`src/sv/ksdm_pkg.sv`:
```
// Shared types and constants for the knob smoother, deadband and range mapper.
package ksdm_pkg;

  localparam int CFG_INDEX_W = 3;

  localparam logic [CFG_INDEX_W-1:0] REG_SMOOTH_COEFF = 3'd0;
  localparam logic [CFG_INDEX_W-1:0] REG_DEADBAND     = 3'd1;
  localparam logic [CFG_INDEX_W-1:0] REG_RANGE_MIN    = 3'd2;
  localparam logic [CFG_INDEX_W-1:0] REG_RANGE_MAX    = 3'd3;
  localparam logic [CFG_INDEX_W-1:0] REG_CURVE_EXP    = 3'd4;
  localparam logic [CFG_INDEX_W-1:0] REG_LOG2_RATIO   = 3'd5;

  localparam logic [16:0] POS_FULL        = 17'd65536;
  localparam logic [16:0] DEADBAND_RESET  = 17'd328;
  localparam logic [31:0] RANGE_MAX_RESET = 32'd65536;

  typedef enum logic [3:0] {
    ST_IDLE,
    ST_FILT,
    ST_CHECK,
    ST_LIN_MUL,
    ST_LIN_SUM,
    ST_EXP_MUL,
    ST_EXP_ADDR,
    ST_EXP_LO,
    ST_EXP_HI,
    ST_EXP_INT,
    ST_EXP_V,
    ST_EXP_SCALE,
    ST_EXP_SHIFT,
    ST_DONE
  } state_t;

  typedef enum logic [3:0] {
    OP_NONE,
    OP_FILT,
    OP_CHECK,
    OP_LIN_MUL,
    OP_LIN_SUM,
    OP_EXP_MUL,
    OP_EXP_ADDR,
    OP_EXP_LO,
    OP_EXP_HI,
    OP_EXP_INT,
    OP_EXP_V,
    OP_EXP_SCALE,
    OP_EXP_SHIFT,
    OP_DELIVER
  } op_t;

  typedef struct packed {
    logic capture;
    op_t  op;
  } cmd_t;

  typedef struct packed {
    logic need_map;
    logic use_exp;
    logic out_free;
  } stat_t;

  typedef struct packed {
    logic [15:0]        smooth_coeff;
    logic [16:0]        deadband;
    logic signed [31:0] range_min;
    logic signed [31:0] range_max;
    logic               curve_exp;
    logic [20:0]        log2_ratio;
  } cfg_t;

endpackage

```
`src/sv/ksdm_ctrl.sv`:
```
// Sequencing state machine for the smoother and mapper datapath.
module ksdm_ctrl (
  input  logic           clk,
  input  logic           rst,
  input  logic           in_valid,
  output logic           in_ready,
  input  ksdm_pkg::stat_t status,
  output ksdm_pkg::cmd_t  cmd
);

  ksdm_pkg::state_t state;
  ksdm_pkg::state_t state_next;

  always_ff @(posedge clk) begin
    if (rst) begin
      state <= ksdm_pkg::ST_IDLE;
    end else begin
      state <= state_next;
    end
  end

  always_comb begin
    state_next  = state;
    in_ready    = 1'b0;
    cmd.capture = 1'b0;
    cmd.op      = ksdm_pkg::OP_NONE;
    case (state)
      ksdm_pkg::ST_IDLE: begin
        in_ready = !rst;
        if (in_valid && !rst) begin
          cmd.capture = 1'b1;
          state_next  = ksdm_pkg::ST_FILT;
        end
      end
      ksdm_pkg::ST_FILT: begin
        cmd.op     = ksdm_pkg::OP_FILT;
        state_next = ksdm_pkg::ST_CHECK;
      end
      ksdm_pkg::ST_CHECK: begin
        cmd.op = ksdm_pkg::OP_CHECK;
        if (!status.need_map) begin
          state_next = ksdm_pkg::ST_DONE;
        end else if (status.use_exp) begin
          state_next = ksdm_pkg::ST_EXP_MUL;
        end else begin
          state_next = ksdm_pkg::ST_LIN_MUL;
        end
      end
      ksdm_pkg::ST_LIN_MUL: begin
        cmd.op     = ksdm_pkg::OP_LIN_MUL;
        state_next = ksdm_pkg::ST_LIN_SUM;
      end
      ksdm_pkg::ST_LIN_SUM: begin
        cmd.op     = ksdm_pkg::OP_LIN_SUM;
        state_next = ksdm_pkg::ST_DONE;
      end
      ksdm_pkg::ST_EXP_MUL: begin
        cmd.op     = ksdm_pkg::OP_EXP_MUL;
        state_next = ksdm_pkg::ST_EXP_ADDR;
      end
      ksdm_pkg::ST_EXP_ADDR: begin
        cmd.op     = ksdm_pkg::OP_EXP_ADDR;
        state_next = ksdm_pkg::ST_EXP_LO;
      end
      ksdm_pkg::ST_EXP_LO: begin
        cmd.op     = ksdm_pkg::OP_EXP_LO;
        state_next = ksdm_pkg::ST_EXP_HI;
      end
      ksdm_pkg::ST_EXP_HI: begin
        cmd.op     = ksdm_pkg::OP_EXP_HI;
        state_next = ksdm_pkg::ST_EXP_INT;
      end
      ksdm_pkg::ST_EXP_INT: begin
        cmd.op     = ksdm_pkg::OP_EXP_INT;
        state_next = ksdm_pkg::ST_EXP_V;
      end
      ksdm_pkg::ST_EXP_V: begin
        cmd.op     = ksdm_pkg::OP_EXP_V;
        state_next = ksdm_pkg::ST_EXP_SCALE;
      end
      ksdm_pkg::ST_EXP_SCALE: begin
        cmd.op     = ksdm_pkg::OP_EXP_SCALE;
        state_next = ksdm_pkg::ST_EXP_SHIFT;
      end
      ksdm_pkg::ST_EXP_SHIFT: begin
        cmd.op     = ksdm_pkg::OP_EXP_SHIFT;
        state_next = ksdm_pkg::ST_DONE;
      end
      ksdm_pkg::ST_DONE: begin
        cmd.op = ksdm_pkg::OP_DELIVER;
        if (status.out_free) begin
          state_next = ksdm_pkg::ST_IDLE;
        end
      end
      default: begin
        state_next = ksdm_pkg::ST_IDLE;
      end
    endcase
  end

endmodule

```
`config.mk`:
```
export PLATFORM = sky130hd
export DESIGN_NAME = ksdm_ctrl
export DESIGN_NICKNAME = d
export VERILOG_FILES = /design/src/sv/ksdm_pkg.sv /design/src/sv/ksdm_ctrl.sv
export SDC_FILE = /design/constraint.sdc
export NUM_CORES = 1
export LEC_CHECK = 0
export BUFFER_PORTS_ARGS = -buffer_cell sky130_fd_sc_hd__buf_2
export CORE_AREA = 2 2 39 41
export CTS_BUF_LIST = sky130_fd_sc_hd__clkbuf_8 sky130_fd_sc_hd__clkbuf_16
export CTS_CLUSTER_SIZE = 28
export DETAILED_ROUTE_END_ITERATION = 10
export DIE_AREA = 0 0 41 43
export PLACE_DENSITY = 0.5
export SLEW_MARGIN = 40
export SYNTH_ARGS = -nofsm -noshare
export SYNTH_HDL_FRONTEND = slang
export SYNTH_SLANG_ARGS = --single-unit
```
`constraint.sdc`:
```
create_clock -name clk -period 1.4 [get_ports clk]
set_input_delay 0.07 -clock clk [delete_from_list [all_inputs] [get_ports clk]]
set_output_delay 0.07 -clock clk [all_outputs]
set_load 0.03 [all_outputs]
```
# --- After elaboration in Yosys (flattened, before gate mapping) ---
# Index checks and enable logic that the tools add are counted.
word_totals:
  out_inout_bits: 6
  wordCells: 30
  in_bits: 6
  ff_bits: 4
op_classes:
  mux: 9
  eq_ne: 15
  n_reduce_logical: 5
op_table:
  columns: ["operator", "n"]
  rows:
  - ["4-bit case mux with 13 select lines", 2]
  - ["4-bit equality test (second input constant)", 6]
  - ["4-bit by 3-bit equality test with 1-bit output (second input constant)", 4]
  - ["4-bit two-way mux", 3]
  - ["4-bit by 2-bit equality test with 1-bit output (second input constant)", 2]
  - ["4-bit by 1-bit equality test with 1-bit output (second input constant)", 1]
  - ["4-bit logical NOT", 1]
  - ["2-bit inequality test (second input constant)", 2]
  - ["1-bit two-way mux", 3]
  - ["3-bit two-way mux", 1]
  - ["2-bit AND reduction", 1]
  - ["2-bit OR reduction", 1]
  - ["1-bit logical AND", 1]
  - ["1-bit logical NOT", 1]

# --- Depth between registers and ports, before layout ---
depth:
  ltp_word: 4
  depth_mapped: 4
  ltp_nobuf: 3

# --- Worst setup path after synthesis ---
# OpenSTA, ideal clock, no wires.
synth_timing:
  path_type: "register to output"
  start: "register state[3]"
  end: "output port cmd[4] (netlist bit)"
  required_time_ns: 1.330
  stages_incl_launch_ff: 5
  n_path_buf: 1
  slack_ns: -0.183
  arrival_time_ns: 1.513
  path_cell_list: "dfxtp_1 -> buf_2 -> or4_4 -> nor2_2 -> and2_1"
synth_rtl:
  columns: ["item", "line", "source"]
  rows:
  - ["start, declared", "ksdm_ctrl.sv:11", "ksdm_pkg::state_t state;"]
  - ["start signal, assigned", "ksdm_ctrl.sv:16", "state <= ksdm_pkg::ST_IDLE;"]
  - ["start signal, assigned", "ksdm_ctrl.sv:18", "state <= state_next;"]
  - ["end, declared", "ksdm_ctrl.sv:8", "output ksdm_pkg::cmd_t cmd"]

==> results.tsv <==
metric	value	unit
combinational family with the most area after synthesis	simple AND/OR/NAND/NOR gates	
failing checks	setup timing	
Peak VDD IR	0.0008369	V
GRT Overall Usage	10.93	%
f_max	673.1	MHz
power per cell area	1265	mW/mm^2
worst-skew pair later-pin latency	0.21	ns
launch point of the worst reg-to-reg path	state[2]	
Remaining DRCs	0	
die height	43	um
met3 usage	6.806	%
CP Capture Point	cmd[4]	
WL/cell	10.05	um
grt ovf	0	
largest net degree at the start of global routing	15	
Starting Density	23.60	%
vias in the first global route	299	
first drt pass iteration count	4	
Finished Layout Cells	74	
Final GP Congestion	0.7249	
Root Driver	clkbuf_8	
CTS H-Tree Depth	1	
die area	0.001763	mm^2
initial antenna violation count	0	
Lkg Pwr	0.0002130	uW
Max Cap Violations	0	
routed via count	358	
maximum fanout along the worst path	2	
global-route wire length before repair	1283	um
GR peak layer	met1	
CP Capture Type	output port	
crit path DAT	1.42	ns
Syn Nets	49	
Clock Path Buffers	2	
Hold Violations, Final	0	
worst r2r path cells	4	
synthesis-to-finish area growth	45.98	%
post-synthesis adder-cell area fraction	0	%
CP Launch Point	state[2]	
placed cell count	70	
row count	14	
max FFs per register	4	
Reg2Reg Setup Slack	0.05	ns
Iteration-0 DRC Markers	10	
sequential area share after synthesis	24.52	%
Critical Path RT	1.33	ns
fin crit share	106.1	%
pre-CTS setup slack	0.05428	ns
Core Footprint	0.001384	mm^2
# IOs	12	
Tmin final	1.486	ns
Final ANT Viol Nets	0	
Synth Area in XOR/XNOR	0	%
Num CTS Buffers	3	
Reg-to-Reg End	state[3]	
HPWL Detailed	555.2	um
layout cells sized above 1	41.38	%
Die X	41	um
# setup viols final	2	
Worst Hold Class	in -> reg	
worst slew pin tran	0.3125	ns
I/O Buffers	11	
Max Slew Vio Count	0	
post-synthesis cell type count	26	
CP Launch Type	flop	
Post-Synth Simple-Gate Area	40.23	%
grt met1 use	16.67	%
Clock transition at path regs	0.03	ns
Routed WL	744	um
met2 Use GR	11.88	%
RSZ-0062 raised after global routing	true	
Syn. warnings	0	
n_diodes	0	
Synth Cell Area	326.6	um^2
vias per std cell	4.838	
CTS tree	done	
skew final	0.001785	ns
Avg Synthesized Cell Area	7.594	um^2
critical path type	reg -> out	
Setup WS post-layout	-0.08569	ns
largest registers	state: 4 flops	
relative slew slack	78.97	%
clock sink count	4	
fin nets	66	
run status	finished with violations	
Syn Inst Count	43	
Yosys reg bits	4	
mux cell area share after synthesis	0	%
complex-gate fraction of the synthesized area	27.59	%
Largest Register	state	
[repair_timing]
item                       4_1_cts  5_1_grt
buffers inserted                 1        0
resized for setup                2        0
setup endpoints to repair        2        2
pin swaps                        1        1
hold endpoints to repair         0        0
hold buffers                     0        0
[cells in the final DEF, fill, tap and decap left out, drive strengths merged, types with 2 or more instances in the layout]
cell,netlist,layout
dfxtp,4,4
a21oi,3,3
nand2,2,2
o21ai,3,3
buf,2,16
nor2,3,3
nor2b,2,2
clkbuf,2,3
nor4b,2,2
nand3,2,2
inv,2,2
and2,4,4
[how the worst min path moves through the flow]
| stage | cells after the start | from | slack (ns) | end |
|---|---|---|---|---|
| after floorplan | 1 | rst | 0.17 | state[2] |
| after CTS | 2 | rst | 0.15 | state[2] |
| final | 2 | rst | 0.16 | state[2] |
| after detailed placement | 2 | rst | 0.38 | state[2] |
| after global routing | 2 | rst | 0.17 | state[2] |
| after global placement | 2 | rst | 0.38 | state[2] |
[logic make-up after synthesis]
kind of cell,Yosys count
compound gates,12
buf+inv,6
simple gates,21
flops,4
[power by group]
group	total [uW]	internal, uW	switching, uW	leakage, uW
sequential	134	128	6.15	0.0000328
clock	235	183	52.7	0.0000216
combinational	234	102	132	0.000159
total	603	412	191	0.000213
[critical path, cell delays in order, from the launching register on]
cell and delay [ns]:
dfxtp_1 0.30, or4_4 0.55, nor2_4 0.10, and2_4 0.14, buf_6 0.12
[synthesized netlist by cell type]
library cell | instances | share of area [%]
o221ai_2 | 1 | 4.6
o31a_1 | 1 | 2.7
o211a_1 | 1 | 3.1
clkbuf_1 | 2 | 2.3
nor2b_1 | 2 | 3.8
and3_1 | 1 | 1.9
or4_4 | 1 | 3.4
nor3b_1 | 1 | 2.3
a21oi_1 | 3 | 4.6
buf_2 | 2 | 3.1
nor2_1 | 2 | 2.3
or3b_2 | 1 | 2.7
o21ai_0 | 2 | 3.1
nand2_1 | 2 | 2.3
nor2_2 | 1 | 1.9
and2_1 | 4 | 7.7
nor4b_1 | 2 | 5.4
nor4_1 | 1 | 1.9
inv_1 | 2 | 2.3
o31ai_1 | 1 | 2.3
dfxtp_1 | 4 | 25
nand3_1 | 2 | 3.1
o21ai_1 | 1 | 1.5
nor3_1 | 1 | 1.5
o2111a_1 | 1 | 3.4
o211ai_1 | 1 | 2.3
[per-stage QoR]
step	hold slack (ns)	TNS [ns]	total power, uW	utilization, %	instance area (um^2)
final	0.1566	-0.1097	602.9	34.45	476.7
after detailed placement	0.3772	0	354.6	30.47	421.7
after CTS	0.1509	-0.1383	616.5	34.45	476.7
after global routing	0.1725	-0.2104	649.8	34.45	476.7
after floorplan	0.1715	0	295.1	-	334.1
after global placement	0.3841	0	355.0	30.47	421.7
[routing by layer]
metal | routed length, um | vias to the layer above
li1 | - | 190
met1 | 399 | 157
met2 | 288 | 11
met3 | 55 | 0
met4 | 0 | 0
met5 | 0 | -
[area by class of cell]
type                       instances  area, um^2
fill                             155       907.1
tap                               16       20.02
sequential                         4       80.08
clock buffer                       3       41.29
timing repair buffer              16       98.84
inverter                           2       7.507
multi-input combinational         33       229.0
(Power assumes the default switching activity.)
